[src/design/rpp_pkg.sv]
// Shared constants and types for the reply packet parser.
`default_nettype none

package rpp_pkg;

    localparam int unsigned HANDLE_W = 32;
    localparam int unsigned BYTE_W   = 8;
    localparam int unsigned POS_W    = 4;
    localparam int unsigned BATT_W   = 16;
    localparam int unsigned KA_W     = 32;

    typedef logic [BYTE_W-1:0]   t_byte;
    typedef logic [HANDLE_W-1:0] t_handle;
    typedef logic [POS_W-1:0]    t_pos;
    typedef logic [BATT_W-1:0]   t_batt;
    typedef logic [KA_W-1:0]     t_ka;

    localparam t_byte CMD_BATTERY   = 8'h0b;
    localparam t_byte CMD_KEEPALIVE = 8'h0d;
    localparam t_byte STATUS_OK     = 8'h00;

    localparam t_pos CMD_OFFSET    = 4'd3;
    localparam t_pos STATUS_OFFSET = 4'd4;
    localparam t_pos VALUE_OFFSET  = 4'd5;
    localparam t_pos BATTERY_LAST  = 4'd6;  // 7-byte packet
    localparam t_pos KEEPALIVE_LAST = 4'd8; // 9-byte packet

endpackage

`default_nettype wire

[src/design/rpp_if.sv]
// Channel interfaces of the reply packet parser: byte input, result output, config write.
`default_nettype none

interface rpp_in_if;
    logic              valid;
    logic              ready;
    rpp_pkg::t_byte    data_byte;
    rpp_pkg::t_handle  link_handle;
    logic              last_byte;

    modport source (output valid, output data_byte, output link_handle, output last_byte,
                    input ready);
    modport sink   (input valid, input data_byte, input link_handle, input last_byte,
                    output ready);
endinterface

interface rpp_out_if;
    logic            valid;
    logic            ready;
    logic            buffer_ok;
    rpp_pkg::t_batt  battery_mv;
    rpp_pkg::t_ka    keepalive_ms;

    modport source (output valid, output buffer_ok, output battery_mv, output keepalive_ms,
                    input ready);
    modport sink   (input valid, input buffer_ok, input battery_mv, input keepalive_ms,
                    output ready);
endinterface

interface rpp_cfg_if;
    logic              valid;
    logic              ready;
    rpp_pkg::t_handle  data;

    modport source (output valid, output data, input ready);
    modport sink   (input valid, input data, output ready);
endinterface

`default_nettype wire

[src/design/reply_packet_parser.sv]
// Top level of the reply packet parser: byte register, decode logic, result register.
// Takes one reply byte per cycle with its link handle and an end-of-buffer mark. Buffers whose
// handle differs from the configured peer handle halt and report failure. Packets run back to
// back: command 0x0b is a 7-byte battery reply (16-bit little-endian millivolts at offset 5),
// command 0x0d a 9-byte keep-alive reply (32-bit milliseconds at offset 5); a value is stored
// only when its packet completes with a zero status byte. One result leaves per buffer, on its
// last byte: buffer_ok plus the latest stored battery and keep-alive values. A byte passes an
// input register, then is decoded into the parser state and the result register, and a new
// byte is taken every cycle but for one stall: a held result blocking the next last byte. The
// peer handle register is written through the config channel, which is always ready; the user
// must write it only while the block is idle, which the block itself does not enforce.
`default_nettype none

module reply_packet_parser (
    input  wire         i_clk,
    input  wire         i_rst_n,
    rpp_in_if.sink      i_rx,
    rpp_out_if.source   o_tx,
    rpp_cfg_if.sink     i_cfg
);

    // Config
    rpp_pkg::t_handle r_peer;

    // Input register
    logic              r_in_valid;
    rpp_pkg::t_byte    r_in_byte;
    rpp_pkg::t_handle  r_in_handle;
    logic              r_in_last;

    // Parser state
    rpp_pkg::t_pos  r_pos,      n_pos;
    logic           r_ka,       n_ka;
    logic           r_status,   n_status;
    rpp_pkg::t_ka   r_gather,   n_gather;
    logic           r_halted,   n_halted;
    rpp_pkg::t_batt r_battery,  n_battery;
    rpp_pkg::t_ka   r_keepalive, n_keepalive;

    // Result register
    logic            r_out_valid;
    logic            r_out_ok;
    rpp_pkg::t_batt  r_out_batt;
    rpp_pkg::t_ka    r_out_ka;
    logic            n_out_ok;

    logic            advance;
    logic            in_take;
    rpp_pkg::t_ka    gather_base;
    rpp_pkg::t_pos   last_pos;
    logic            cmd_bad;

    // A last byte needs a free result slot; other bytes always move on.
    assign advance = r_in_valid && (!r_in_last || !r_out_valid || o_tx.ready);
    assign i_rx.ready = !r_in_valid || advance;
    assign in_take = i_rx.valid && i_rx.ready;
    assign i_cfg.ready = 1'b1;

    assign o_tx.valid        = r_out_valid;
    assign o_tx.buffer_ok    = r_out_ok;
    assign o_tx.battery_mv   = r_out_batt;
    assign o_tx.keepalive_ms = r_out_ka;

    always_comb begin
        n_pos       = r_pos;
        n_ka        = r_ka;
        n_status    = r_status;
        n_gather    = r_gather;
        n_halted    = r_halted;
        n_battery   = r_battery;
        n_keepalive = r_keepalive;
        cmd_bad     = 1'b0;
        gather_base = (r_pos == '0) ? '0 : r_gather;
        last_pos    = rpp_pkg::BATTERY_LAST;
        n_out_ok    = 1'b0;

        if (!r_halted) begin
            if (r_in_handle != r_peer) begin
                n_halted = 1'b1;
            end else begin
                n_gather = gather_base;
                case (r_pos)
                    rpp_pkg::CMD_OFFSET: begin
                        if (r_in_byte == rpp_pkg::CMD_BATTERY) begin
                            n_ka = 1'b0;
                        end else if (r_in_byte == rpp_pkg::CMD_KEEPALIVE) begin
                            n_ka = 1'b1;
                        end else begin
                            cmd_bad = 1'b1;
                        end
                    end
                    rpp_pkg::STATUS_OFFSET: begin
                        n_status = (r_in_byte == rpp_pkg::STATUS_OK);
                    end
                    4'd5: n_gather[7:0]   = gather_base[7:0]   | r_in_byte;
                    4'd6: n_gather[15:8]  = gather_base[15:8]  | r_in_byte;
                    4'd7: n_gather[23:16] = gather_base[23:16] | r_in_byte;
                    4'd8: n_gather[31:24] = gather_base[31:24] | r_in_byte;
                    default: ;
                endcase

                if (cmd_bad) begin
                    n_halted = 1'b1;
                end else begin
                    last_pos = n_ka ? rpp_pkg::KEEPALIVE_LAST : rpp_pkg::BATTERY_LAST;
                    if (r_pos >= rpp_pkg::CMD_OFFSET && r_pos == last_pos) begin
                        if (n_status) begin
                            if (n_ka) begin
                                n_keepalive = n_gather;
                            end else begin
                                n_battery = n_gather[rpp_pkg::BATT_W-1:0];
                            end
                        end
                        n_pos = '0;
                    end else begin
                        n_pos = r_pos + 4'd1;
                    end
                end
            end
        end

        if (r_in_last) begin
            n_out_ok = !n_halted && (n_pos == '0);
            n_pos    = '0;
            n_ka     = 1'b0;
            n_status = 1'b0;
            n_gather = '0;
            n_halted = 1'b0;
        end
    end

    always_ff @(posedge i_clk) begin
        if (!i_rst_n) begin
            r_peer      <= '0;
            r_in_valid  <= 1'b0;
            r_pos       <= '0;
            r_ka        <= 1'b0;
            r_status    <= 1'b0;
            r_gather    <= '0;
            r_halted    <= 1'b0;
            r_battery   <= '0;
            r_keepalive <= '0;
            r_out_valid <= 1'b0;
        end else begin
            if (i_cfg.valid) begin
                r_peer <= i_cfg.data;
            end

            if (i_rx.ready) begin
                r_in_valid <= i_rx.valid;
            end

            if (advance) begin
                r_pos       <= n_pos;
                r_ka        <= n_ka;
                r_status    <= n_status;
                r_gather    <= n_gather;
                r_halted    <= n_halted;
                r_battery   <= n_battery;
                r_keepalive <= n_keepalive;
            end

            if (advance && r_in_last) begin
                r_out_valid <= 1'b1;
            end else if (o_tx.ready) begin
                r_out_valid <= 1'b0;
            end
        end
    end

    always_ff @(posedge i_clk) begin
        if (in_take) begin
            r_in_byte   <= i_rx.data_byte;
            r_in_handle <= i_rx.link_handle;
            r_in_last   <= i_rx.last_byte;
        end
        if (advance && r_in_last) begin
            r_out_ok   <= n_out_ok;
            r_out_batt <= n_battery;
            r_out_ka   <= n_keepalive;
        end
    end

    // Packet offset never runs past the end of the longest packet.
    a_pos_range: assert property (@(posedge i_clk) disable iff (!i_rst_n)
        r_pos <= rpp_pkg::KEEPALIVE_LAST)
        else $error("packet offset out of range");

    // End of buffer leaves the per-buffer state clear.
    a_buf_clear: assert property (@(posedge i_clk) disable iff (!i_rst_n)
        advance && r_in_last |=> r_pos == '0 && !r_halted && r_gather == '0)
        else $error("buffer state not cleared after last byte");

    // Every processed last byte produces a result.
    a_result: assert property (@(posedge i_clk) disable iff (!i_rst_n)
        advance && r_in_last |=> r_out_valid)
        else $error("last byte produced no result");

    // Stored values change only when a byte is processed.
    a_store_hold: assert property (@(posedge i_clk) disable iff (!i_rst_n)
        !advance |=> $stable(r_battery) && $stable(r_keepalive))
        else $error("store changed without a byte");

    // A halted buffer never stores a value.
    a_halt_nostore: assert property (@(posedge i_clk) disable iff (!i_rst_n)
        advance && r_halted |=> $stable(r_battery) && $stable(r_keepalive))
        else $error("store changed in halted buffer");

endmodule

`default_nettype wire

[src/flat_wrapper.sv]
// flat-port wrapper written by rule: the top's interface ports become plain ports
module reply_packet_parser_flat 
  (i_clk, i_rst_n, i_rx_valid, i_rx_data_byte, i_rx_link_handle, i_rx_last_byte, i_rx_ready, o_tx_valid, o_tx_buffer_ok, o_tx_battery_mv, o_tx_keepalive_ms, o_tx_ready, i_cfg_valid, i_cfg_data, i_cfg_ready);
  rpp_in_if i_rx_i ();
  rpp_out_if o_tx_i ();
  rpp_cfg_if i_cfg_i ();
  input  wire i_clk;
  input  wire i_rst_n;
  input wire logic [$bits(i_rx_i.valid)-1:0] i_rx_valid;
  input wire logic [$bits(i_rx_i.data_byte)-1:0] i_rx_data_byte;
  input wire logic [$bits(i_rx_i.link_handle)-1:0] i_rx_link_handle;
  input wire logic [$bits(i_rx_i.last_byte)-1:0] i_rx_last_byte;
  output wire logic [$bits(i_rx_i.ready)-1:0] i_rx_ready;
  output wire logic [$bits(o_tx_i.valid)-1:0] o_tx_valid;
  output wire logic [$bits(o_tx_i.buffer_ok)-1:0] o_tx_buffer_ok;
  output wire logic [$bits(o_tx_i.battery_mv)-1:0] o_tx_battery_mv;
  output wire logic [$bits(o_tx_i.keepalive_ms)-1:0] o_tx_keepalive_ms;
  input wire logic [$bits(o_tx_i.ready)-1:0] o_tx_ready;
  input wire logic [$bits(i_cfg_i.valid)-1:0] i_cfg_valid;
  input wire logic [$bits(i_cfg_i.data)-1:0] i_cfg_data;
  output wire logic [$bits(i_cfg_i.ready)-1:0] i_cfg_ready;
  assign i_rx_i.valid = i_rx_valid;
  assign i_rx_i.data_byte = i_rx_data_byte;
  assign i_rx_i.link_handle = i_rx_link_handle;
  assign i_rx_i.last_byte = i_rx_last_byte;
  assign i_rx_ready = i_rx_i.ready;
  assign o_tx_valid = o_tx_i.valid;
  assign o_tx_buffer_ok = o_tx_i.buffer_ok;
  assign o_tx_battery_mv = o_tx_i.battery_mv;
  assign o_tx_keepalive_ms = o_tx_i.keepalive_ms;
  assign o_tx_i.ready = o_tx_ready;
  assign i_cfg_i.valid = i_cfg_valid;
  assign i_cfg_i.data = i_cfg_data;
  assign i_cfg_ready = i_cfg_i.ready;
  reply_packet_parser u_core (.i_clk(i_clk), .i_rst_n(i_rst_n), .i_rx(i_rx_i), .o_tx(o_tx_i), .i_cfg(i_cfg_i));
endmodule
[config.mk]
export PLATFORM = sky130hd
export DESIGN_NAME = reply_packet_parser_flat
export DESIGN_NICKNAME = d
export VERILOG_FILES = /design/src/design/rpp_pkg.sv /design/src/design/rpp_if.sv /design/src/design/reply_packet_parser.sv /design/src/flat_wrapper.sv
export SDC_FILE = /design/constraint.sdc
export NUM_CORES = 1
export LEC_CHECK = 0
export ABC_AREA = 1
export BUFFER_PORTS_ARGS = -buffer_cell sky130_fd_sc_hd__buf_2
export CAP_MARGIN = 20
export CORE_ASPECT_RATIO = 1.25
export CORE_MARGIN = 3
export CORE_UTILIZATION = 45
export CTS_BUF_LIST = sky130_fd_sc_hd__clkbuf_2
export DETAILED_ROUTE_END_ITERATION = 12
export PLACE_DENSITY_LB_ADDON = 0.12
export SLEW_MARGIN = 20
export SYNTH_ARGS = -nofsm -noshare
export SYNTH_HDL_FRONTEND = slang
export SYNTH_SLANG_ARGS = --single-unit
[constraint.sdc]
create_clock -name i_clk -period 5 [get_ports i_clk]
set_input_delay 0 -clock i_clk [delete_from_list [all_inputs] [get_ports i_clk]]
set_output_delay 0 -clock i_clk [all_outputs]
set_load 0.1 [all_outputs]
==> qor.csv, run 1 <==
metric;value;unit
status;complete, no violations;
global-route wire length before repair;41500;um
io pins;130;
first-pass iteration count of the detailed router;6;
CTS root buf;clkbuf_2;
Gates resized, CTS repair;0;
Netlist cell types;28;
Final Non-Filler Cells;1774;
RSZ-0062 raised after global routing;no;
Net Count, Synth;1220;
cts hold-fix bufs;188;
placed cell area;9970;um2
Mean Syn Cell Area;8.05;um2
crit path time final;3360;ps
Area Growth Syn to Fin;35.4;%
Hold WC Path Type;in -> reg;
number of buffers created by CTS;53;
wire per inst;14.3;um
I/O Buffers;128;
hold path start;i_cfg_valid;
relative slew slack;34.0;%
Final Hold Fails;0;
clock sinks;211;
Core Region;19700;um2
CP required;5550;ps
FF+latch count, synth;211;
Die Y;166;um
row count;57;
Final ANT Viol Nets;0;
CP Launch Type;flip-flop;
vias in the first global route;8742;
Worst R2R Setup Slack;1640;ps
final setup fails;0;
CTS clk-pin slew, worst paths;120;ps
Fillers;1627;
starting density of the core;46.5;%
Worst Hold Endpoint;u_core.r_peer[17];
DR iter-0 viols;507;
clock insertion delay at the later pin of the skew report;840;ps
Die W;134;um
pin count of the biggest net entering global routing;89;
RR Startpoint;u_core.r_pos[3];
layout cells sized above 1;16.1;%
nets;1546;
CTS tree;done;
crit path kind;reg -> reg;
dpl ws;1700;ps
footprint of the multi-input gates;3400;um2
maximum vdd ir drop;0.186;mV
Mapped Cells;1138;
Worst setup EP type;flip-flop;
yosys warns;0;
period utilization;67.3;%
cell area after layout;12400;um2
final setup TNS;0;ps
Cell Pwr Density;299;nW/um2
Slew Viols, Final;0;
Syn Std Cell Area;9160;um2
Seq/Total Area, Yosys;56.0;%
CP Max Fanout;50;
worst hold stages;4;
worst slew pin tran;990;ps
post-route setup slack;1640;ps
final wirelength;25400;um
DIE AREA;22100;um2
leakage;5.63;nW
FMAX;297;MHz
R2R Path End;u_core.o_tx.keepalive_ms[14];
Post-DP HPWL;13400;um
vias after detailed routing;8752;
clock skew;62.3;ps
GP Congestion;0.821;
Power, Total;3.70;mW
# Post-CTS Setup Buffers;0;
placed cell count;1486;
max_cap viols;0;
FF/Latch Area;5120;um2
crit path DAT;3910;ps
maximum clock path buffer count;3;
Via density;4.93;
grt total ovfl;0;
# DRC;0;
R2R cell count;14;
gr usage total;23.2;%
initial antenna violation count;2;
htree depth;2;
-- cells in the final DEF, fill, tap and decap left out --
cell type and count:
a21boi_1 1, a21oi_1 53, buf_2 128, buf_4 11, bufinv_16 3, clkbuf_2 77
clkinv_1 17, clkinv_2 3, conb_1 1, dfxtp_1 121, diode_2 2, dlygate4sd3_1 188
edfxtp_1 90, ha_1 4, inv_1 90, inv_2 12, nand2_1 305, nand2_2 2
nand3_1 109, nand3_2 1, nand4_1 2, nor2_1 160, nor2_2 2, nor3_1 3
nor3_2 1, nor3_4 1, o21ai_0 100, o21ai_2 1, xnor2_1 20, xor2_1 1
-- cells in the mapped netlist, drive strengths merged --
master / n / area share, %
clkbuf: 40 / 1.6
conb: 1 / 0.041
nor2: 162 / 6.7
inv: 102 / 4.2
buf: 16 / 1.1
a21boi: 1 / 0.082
nand4: 2 / 0.14
clkinv: 2 / 0.082
o21ai: 101 / 5.5
xor2: 1 / 0.096
nor3: 5 / 0.45
a21oi: 53 / 2.9
ha: 4 / 0.55
nand2: 307 / 13
nand3: 110 / 6.1
dfxtp: 121 / 26
edfxtp: 90 / 30
xnor2: 20 / 1.9
-- worst max-delay path, stage by stage, from the launching register on --
cell,delay [ps]
dfxtp_1,400
inv_2,100
nand2_2,330
nor2_2,250
nand3_1,100
nand2_1,80
nand2_1,90
nand2_1,80
nand3_2,120
nor3_4,130
buf_4,420
nand2_1,420
buf_4,360
nand2_1,120
nand2_1,60
-- worst max-delay path by stage --
stage / startpoint / to / depth (start not counted)
global route: u_core.r_pos[3] / u_core.r_keepalive[9] / 16
detailed placement: u_core.r_pos[2] / u_core.r_keepalive[14] / 16
floorplan: u_core.o_tx.valid / u_core.r_in_byte[0] / 5
CTS: u_core.r_pos[3] / u_core.r_keepalive[1] / 16
global placement: u_core.r_pos[3] / u_core.o_tx.keepalive_ms[7] / 14
finish: u_core.r_pos[3] / u_core.o_tx.keepalive_ms[14] / 14
-- cell families after synthesis --
kind of cell	after synthesis	share of synthesized area, %
other	1	0.0409
XOR/XNOR	21	2.01
flip-flops	211	56.0
AO/OA/AOI/OAI	155	8.50
buffers and inverters	160	6.99
adder cells (fa/ha/maj)	4	0.546
AND/OR/NAND/NOR	586	26.0
-- layout make-up --
type | count | share of cell area [%]
sequential | 211 | 41.3
clock buffer | 77 | 3.11
inverter | 104 | 3.16
clock inverter | 21 | 1.29
timing repair buffer | 327 | 21.0
tap | 265 | 2.67
multi-input combinational | 767 | 27.4
antenna | 2 | 0.0404
-- flip-flops by register name, summed over array words and instances, names as in the netlist --
| register | cells |
|---|---|
| u_core.o_tx.battery_mv | 16 |
| u_core.o_tx.buffer_ok | 1 |
| u_core.o_tx.keepalive_ms | 32 |
| u_core.o_tx.valid | 1 |
| u_core.r_battery | 16 |
| u_core.r_gather | 32 |
| u_core.r_halted | 1 |
| u_core.r_in_byte | 8 |
| u_core.r_in_handle | 32 |
| u_core.r_in_last | 1 |
| u_core.r_in_valid | 1 |
| u_core.r_ka | 1 |
| u_core.r_keepalive | 32 |
| u_core.r_peer | 32 |
| u_core.r_pos | 4 |
| u_core.r_status | 1 |
-- per-stage QoR --
stage | util (%) | hold WS, ps
final | 63.0 | 112
after global routing | 63.0 | 90.6
after CTS | 63.0 | 0.367
after detailed placement | 50.7 | 178
after global placement | 50.7 | 177
after floorplan | - | 98.9
-- power breakdown --
| group | switching [mW] | total, mW | internal [mW] |
|---|---|---|---|
| sequential | 0.0398 | 1.92 | 1.88 |
| combinational | 0.293 | 0.498 | 0.205 |
| clock | 0.717 | 1.29 | 0.571 |
-- metal layers --
layer  vias up  global-route usage, %  wire length (um)
li1       4345                      -                 -
met1      4021                   25.8              9840
met2       308                   42.5             13300
met3        78                   4.94              1480
met4         0                   10.7               864
met5         -                      0                 0
Power figures use the tool's default switching activity.
==> run 2: changes to the inputs <==
ABC_AREA = 0   (was 1)
clock period = 3.35 ns   (was 5 ns; I/O delays follow)
==> qor.csv, run 2 <==
metric;value;unit;change
Worst R2R Setup Slack;390;ps;was 1640 ps
clock skew;76.8;ps;was 62.3 ps
Via density;5.00;;was 4.93
Top FF cell, synth;dfxtp_1;;unchanged
CP required;3870;ps;was 5550 ps
switching share of power;25.7;%;was 28.4%
layout cells sized above 1;24.7;%;was 16.1%
R2R cell count;6;;was 14
GP Congestion;0.820;;was 0.821
initial antenna violation count;1;;was 2
Netlist cell types;54;;was 28
most frequent cells in the layout;dlygate4sd3_1, buf_2, dfxtp_1;;was nand2_1, dlygate4sd3_1, nor2_1
grt total ovfl;0;;unchanged
number of synthesized flops with an enable pin;90;;unchanged
CP Launch Type;flip-flop;;unchanged
io pins;130;;unchanged
period utilization;88.3;%;was 67.3%
# DRC;0;;unchanged
Area Growth Syn to Fin;35.8;%;was 35.4%
status;complete, no violations;;unchanged
Post-DP HPWL;12400;um;was 13400 um
Slew Viols, Final;0;;unchanged
Mean Syn Cell Area;12.6;um2;was 8.05 um2
yosys warns;0;;unchanged
CTS root buf;clkbuf_2;;unchanged
CTS clk-pin slew, worst paths;110;ps;was 120 ps
Crit. Startpoint;u_core.r_in_byte[6];;was u_core.r_pos[3]
maximum clock path buffer count;3;;unchanged
Final ANT Viol Nets;0;;unchanged
starting density of the core;46.5;%;about the same
Layout Utilization;63.1;%;was 63.0%
final setup TNS;0;ps;unchanged
Final Non-Filler Cells;1340;;was 1774
dpl ws;408;ps;was 1700 ps
Logic pwr share;9.2;%;was 13.4%
synth cell count leaders;dfxtp_1, edfxtp_1, mux2i_1;;was nand2_1, nor2_1, dfxtp_1
number of buffers created by CTS;51;;was 53
Cell Pwr Density;411;nW/um2;was 299 nW/um2
post-route setup slack;391;ps;was 1640 ps
pin count of the biggest net entering global routing;68;;was 89
row count;56;;was 57
max_cap viols;0;;unchanged
maximum vdd ir drop;0.333;mV;was 0.186 mV
FF+latch count, synth;211;;unchanged
Die Y;163;um;was 166 um
Hold WC Path Type;in -> reg;;unchanged
clock insertion delay at the later pin of the skew report;790;ps;was 840 ps
FMAX;338;MHz;was 297 MHz
DR iter-0 viols;278;;was 507
htree depth;2;;unchanged
Final Hold Fails;0;;unchanged
RR Startpoint;u_core.r_in_byte[6];;was u_core.r_pos[3]
Core Region;19000;um2;was 19700 um2
RSZ-0062 raised after global routing;no;;unchanged
worst slew pin tran;1000;ps;was 990 ps
vias after detailed routing;6698;;was 8752
global-route wire length before repair;36100;um;was 41500 um
CP Max Fanout;32;;was 50
first-pass iteration count of the detailed router;5;;was 6
Worst setup EP type;flip-flop;;unchanged
crit path DAT;3480;ps;was 3910 ps
P_sw;1.27;mW;was 1.05 mW
Fillers;1483;;was 1627
Synth top area share;30.6;%;was 29.5%
I/O Buffers;128;;unchanged
clock sinks;211;;unchanged
CTS tree;done;;unchanged
crit path time final;2960;ps;was 3360 ps
crit path to;u_core.o_tx.keepalive_ms[8];;was u_core.o_tx.keepalive_ms[14]
most common cell after layout, fill and taps aside;dlygate4sd3_1;;was nand2_1
relative slew slack;33.3;%;was 34.0%
gr usage total;20.7;%;was 23.2%
footprint of the multi-input gates;3400;um2;about the same
dominant cell type by area after synthesis;edfxtp_1;;unchanged
placed cell count;1059;;was 1486
Syn Std Cell Area;8830;um2;was 9160 um2
crit path kind;reg -> reg;;unchanged
Synth area leaders;edfxtp_1, dfxtp_1, mux2i_1;;was edfxtp_1, dfxtp_1, nand2_1
leakage;5.18;nW;was 5.63 nW
Mapped Cells;703;;was 1138
Die W;131;um;was 134 um
DIE AREA;21300;um2;was 22100 um2
final setup fails;0;;unchanged
sequential share of power;56.2;%;was 51.8%
Seq/Total Area, Yosys;58.0;%;was 56.0%
vias in the first global route;7410;;was 8742
Net Count, Synth;785;;was 1220
most numerous cell in the Yosys netlist;dfxtp_1;;was nand2_1
wire per inst;16.5;um;was 14.3 um
Internal;3.66;mW;was 2.65 mW
R2R Path End;u_core.o_tx.keepalive_ms[8];;was u_core.o_tx.keepalive_ms[14]
Clk pwr share;34.6;%;was 34.8%
async set-reset flop share out of synthesis;0;%;unchanged
final wirelength;22100;um;was 25400 um
nets;1116;;was 1546
FF/Latch Area;5120;um2;unchanged
run 2: changes by cell type in the layout (fill, tap and decap cells not counted), sizes merged, moves of 49 or more:
cell / before / now
inv: 102 / 15
mux2i: 0 / 89
nand2: 307 / 84
a22o: 0 / 49
nand3: 110 / 13
nor2: 162 / 3
o21ai: 101 / 3
run 2: worst max-delay path, cell delays in order, from the launching register on:
cell	delay, ps
edfxtp_1	500
nor4_2	480
nand4_1	210
a211oi_1	240
and4_1	400
nand2_4	400
mux2_1	440
run 2: timing repair:
| action | 4_1_cts | 5_1_grt |
|---|---|---|
| hold buffers | 183 | 0 |
| gates resized for setup | 0 | 0 |
| endpoints found under the hold margin | 148 | 0 |
| setup buffers | 0 | 0 |
run 2: per-stage QoR:
stage / instance area, um2 / hold WS [ps] / total power, mW
floorplan: 8840 / 98.9 / 2.99
global placement: 9670 / 176 / 3.08
detailed placement: 9670 / 178 / 3.09
CTS: 12000 / 183 / 4.97
global route: 12000 / 238 / 5.15
finish: 12000 / 263 / 4.93
run 2: power groups by stage:
stage          Clock [mW]  Combinational [mW]  Sequential [mW]
4_1_cts              1.76               0.439             2.77
5_1_grt              1.89               0.488             2.78
3_3_place_gp            0               0.260             2.82
6_report             1.71               0.452             2.77
3_5_place_dp            0               0.264             2.83
2_1_floorplan           0               0.146             2.85
run 2: worst min-delay path by stage:
| stage | cells past startpoint | end | from | slack (ps) |
|---|---|---|---|---|
| 6_report | 4 | u_core.r_keepalive[21] | i_rst_n | 260 |
| 5_1_grt | 4 | u_core.r_keepalive[21] | i_rst_n | 240 |
| 4_1_cts | 4 | u_core.r_keepalive[21] | i_rst_n | 180 |
| 3_5_place_dp | 1 | u_core.r_in_handle[26] | i_rx_link_handle[26] | 180 |
| 3_3_place_gp | 1 | u_core.r_in_handle[30] | i_rx_link_handle[30] | 180 |
| 2_1_floorplan | 0 | u_core.r_in_byte[0] | i_rx_data_byte[0] | 100 |
run 2: cell families after synthesis:
logic type               Yosys count  share of synthesized area [%]
buffers and inverters             62                           3.59
AND/OR/NAND/NOR                  171                           9.86
flip-flops                       211                           58.0
XOR/XNOR                          35                           3.47
adder cells (fa/ha/maj)            4                          0.567
other                              1                         0.0425
multiplexers                     129                           16.0
AO/OA/AOI/OAI                     90                           8.38
run 2: layout make-up:
| cell class | instances | area share [%] |
|---|---|---|
| tap | 261 | 2.72 |
| multi-input combinational | 430 | 28.4 |
| sequential | 211 | 42.7 |
| antenna | 2 | 0.0417 |
| inverter | 15 | 0.470 |
| clock buffer | 73 | 3.05 |
| timing repair buffer | 325 | 21.6 |
| clock inverter | 23 | 0.970 |
run 2: routing by layer:
layer	GRT usage [%]	vias up	routed length, um
met3	4.54	50	1130
met2	39.8	209	12000
met1	21.9	3209	8370
met5	0	-	0
li1	-	3230	-
met4	8.60	0	612
==> run 3: changes to the inputs <==
REMOVE_ABC_BUFFERS = 1   (was unset)
==> qor.csv, run 3 (synthesis results as in run 2) <==
metric;value;unit;change
final hold slack;317;ps;was 263 ps
switching share of power;25.5;%;was 25.7%
Final Hold Fails;0;;unchanged
first-pass iteration count of the detailed router;5;;unchanged
pin count of the biggest net entering global routing;77;;was 68
I/O Buffers;128;;unchanged
Logic pwr share;9.5;%;was 9.2%
max_cap viols;0;;unchanged
final wirelength;22100;um;about the same
sequential share of power;56.6;%;was 56.2%
CTS root buf;clkbuf_2;;unchanged
Fillers;1419;;was 1483
leakage;5.26;nW;was 5.18 nW
Via density;4.98;;was 5.00
grt total ovfl;0;;unchanged
cell area after layout;12100;um2;was 12000 um2
grt met1 use;23.2;%;was 21.9%
htree depth;2;;unchanged
clock sinks;211;;unchanged
io pins;130;;unchanged
gr usage total;20.8;%;was 20.7%
met3 Use GR;4.79;%;was 4.54%
CP Max Fanout;32;;unchanged
CTS clk-pin slew, worst paths;100;ps;was 110 ps
RSZ-0062 raised after global routing;no;;unchanged
most frequent cells in the layout;dlygate4sd3_1, buf_2, dfxtp_1;;unchanged
layout cells sized above 1;24.9;%;was 24.7%
met2 Track Usage GR;38.9;%;was 39.8%
final setup TNS;0;ps;unchanged
Internal;3.65;mW;was 3.66 mW
maximum vdd ir drop;0.330;mV;was 0.333 mV
wire per inst;16.4;um;was 16.5 um
Die W;131;um;unchanged
Clk pwr share;33.9;%;was 34.6%
P_sw;1.25;mW;was 1.27 mW
period utilization;90.0;%;was 88.3%
Worst setup EP type;flip-flop;;unchanged
crit path kind;reg -> reg;;unchanged
Gates resized, CTS repair;0;;unchanged
clock insertion delay at the later pin of the skew report;790;ps;about the same
status;complete, no violations;;unchanged
final setup fails;0;;unchanged
global-route wire length before repair;36300;um;was 36100 um
starting density of the core;46.5;%;unchanged
Post-DP HPWL;11900;um;was 12400 um
Top Usage Layer GRT;met2;;unchanged
most common cell after layout, fill and taps aside;dlygate4sd3_1;;unchanged
Final Non-Filler Cells;1351;;was 1340
row count;56;;unchanged
CP required;3870;ps;about the same
GP Congestion;0.760;;was 0.820
footprint of the multi-input gates;3400;um2;unchanged
DR iter-0 viols;373;;was 278
clock skew;45.4;ps;was 76.8 ps
Core Region;19000;um2;unchanged
crit path DAT;3530;ps;was 3480 ps
Cell Pwr Density;405;nW/um2;was 411 nW/um2
worst slew pin tran;1010;ps;was 1000 ps
post-route setup slack;334;ps;was 391 ps
Hold WC Path Type;in -> reg;;unchanged
FF/Latch Area;5120;um2;unchanged
# DRC;0;;unchanged
FMAX;332;MHz;was 338 MHz
maximum clock path buffer count;3;;unchanged
vias after detailed routing;6733;;was 6698
crit path time final;3020;ps;was 2960 ps
Die Y;163;um;unchanged
CP Launch Type;flip-flop;;unchanged
placed cell area;9650;um2;was 9670 um2
relative slew slack;32.5;%;was 33.3%
placed cell count;1058;;was 1059
Final ANT Viol Nets;0;;unchanged
nets;1130;;was 1116
DIE AREA;21300;um2;unchanged
dpl ws;344;ps;was 408 ps
CTS tree;done;;unchanged
Area Growth Syn to Fin;37.0;%;was 35.8%
Slew Viols, Final;0;;unchanged
vias in the first global route;7272;;was 7410
number of buffers created by CTS;51;;unchanged
initial antenna violation count;1;;unchanged
-- run 3: cell count changes in the layout (fill, tap and decap cells not counted), moves of 3 or more --
| cell | before | now |
|---|---|---|
| clkinv_1 | 19 | 11 |
| dlygate4sd3_1 | 183 | 198 |
| clkinv_2 | 3 | 0 |
| clkbuf_2 | 73 | 84 |
-- run 3: critical path, cell delays in order (launching register included) --
cell      delay (ps)
edfxtp_1         470
nor4_2           510
nand4_1          200
a211oi_1         310
and4_1           420
nand2_4          400
mux2_1           450
-- run 3: metal layers --
| layer | vias up | share of wire (%) |
|---|---|---|
| li1 | 3250 | - |
| met1 | 3216 | 40 |
| met2 | 219 | 53 |
| met3 | 48 | 5.0 |
| met4 | 0 | 2.4 |
| met5 | - | 0 |
-- run 3: worst paths after layout --
path,startpoint,end,slack (ps),cells past startpoint
max,u_core.r_in_byte[6],u_core.o_tx.keepalive_ms[23],330,6
min,i_rst_n,u_core.r_battery[11],320,4
max reg2reg,u_core.r_in_byte[6],u_core.o_tx.keepalive_ms[23],330,6
min reg2reg,u_core.r_keepalive[4],u_core.r_keepalive[4],460,2
-- run 3: what timing repair did --
| item | 4_1_cts | 5_1_grt |
|---|---|---|
| buffers inserted | 0 | 0 |
| hold endpoints to repair | 132 | 0 |
| hold buffers | 198 | 0 |
-- run 3: cell type report --
cell class / instances / area share [%]
timing repair buffer: 339 / 22.5
multi-input combinational: 430 / 28.1
inverter: 15 / 0.466
clock buffer: 84 / 3.48
clock inverter: 10 / 0.310
antenna: 1 / 0.0207
sequential: 211 / 42.4
tap: 261 / 2.70
-- run 3: power groups by stage --
stage	clock network [mW]	registers, mW	logic (mW)
after floorplan	0	2.85	0.115
after global placement	0	2.83	0.251
after detailed placement	0	2.83	0.256
after CTS	1.71	2.77	0.445
after global routing	1.86	2.78	0.498
final	1.66	2.77	0.464
-- run 3: stage by stage --
stage	util, %	total power [mW]
after floorplan	-	2.96
after global placement	50.8	3.08
after detailed placement	50.8	3.08
after CTS	63.7	4.92
after global routing	63.7	5.14
final	63.7	4.90
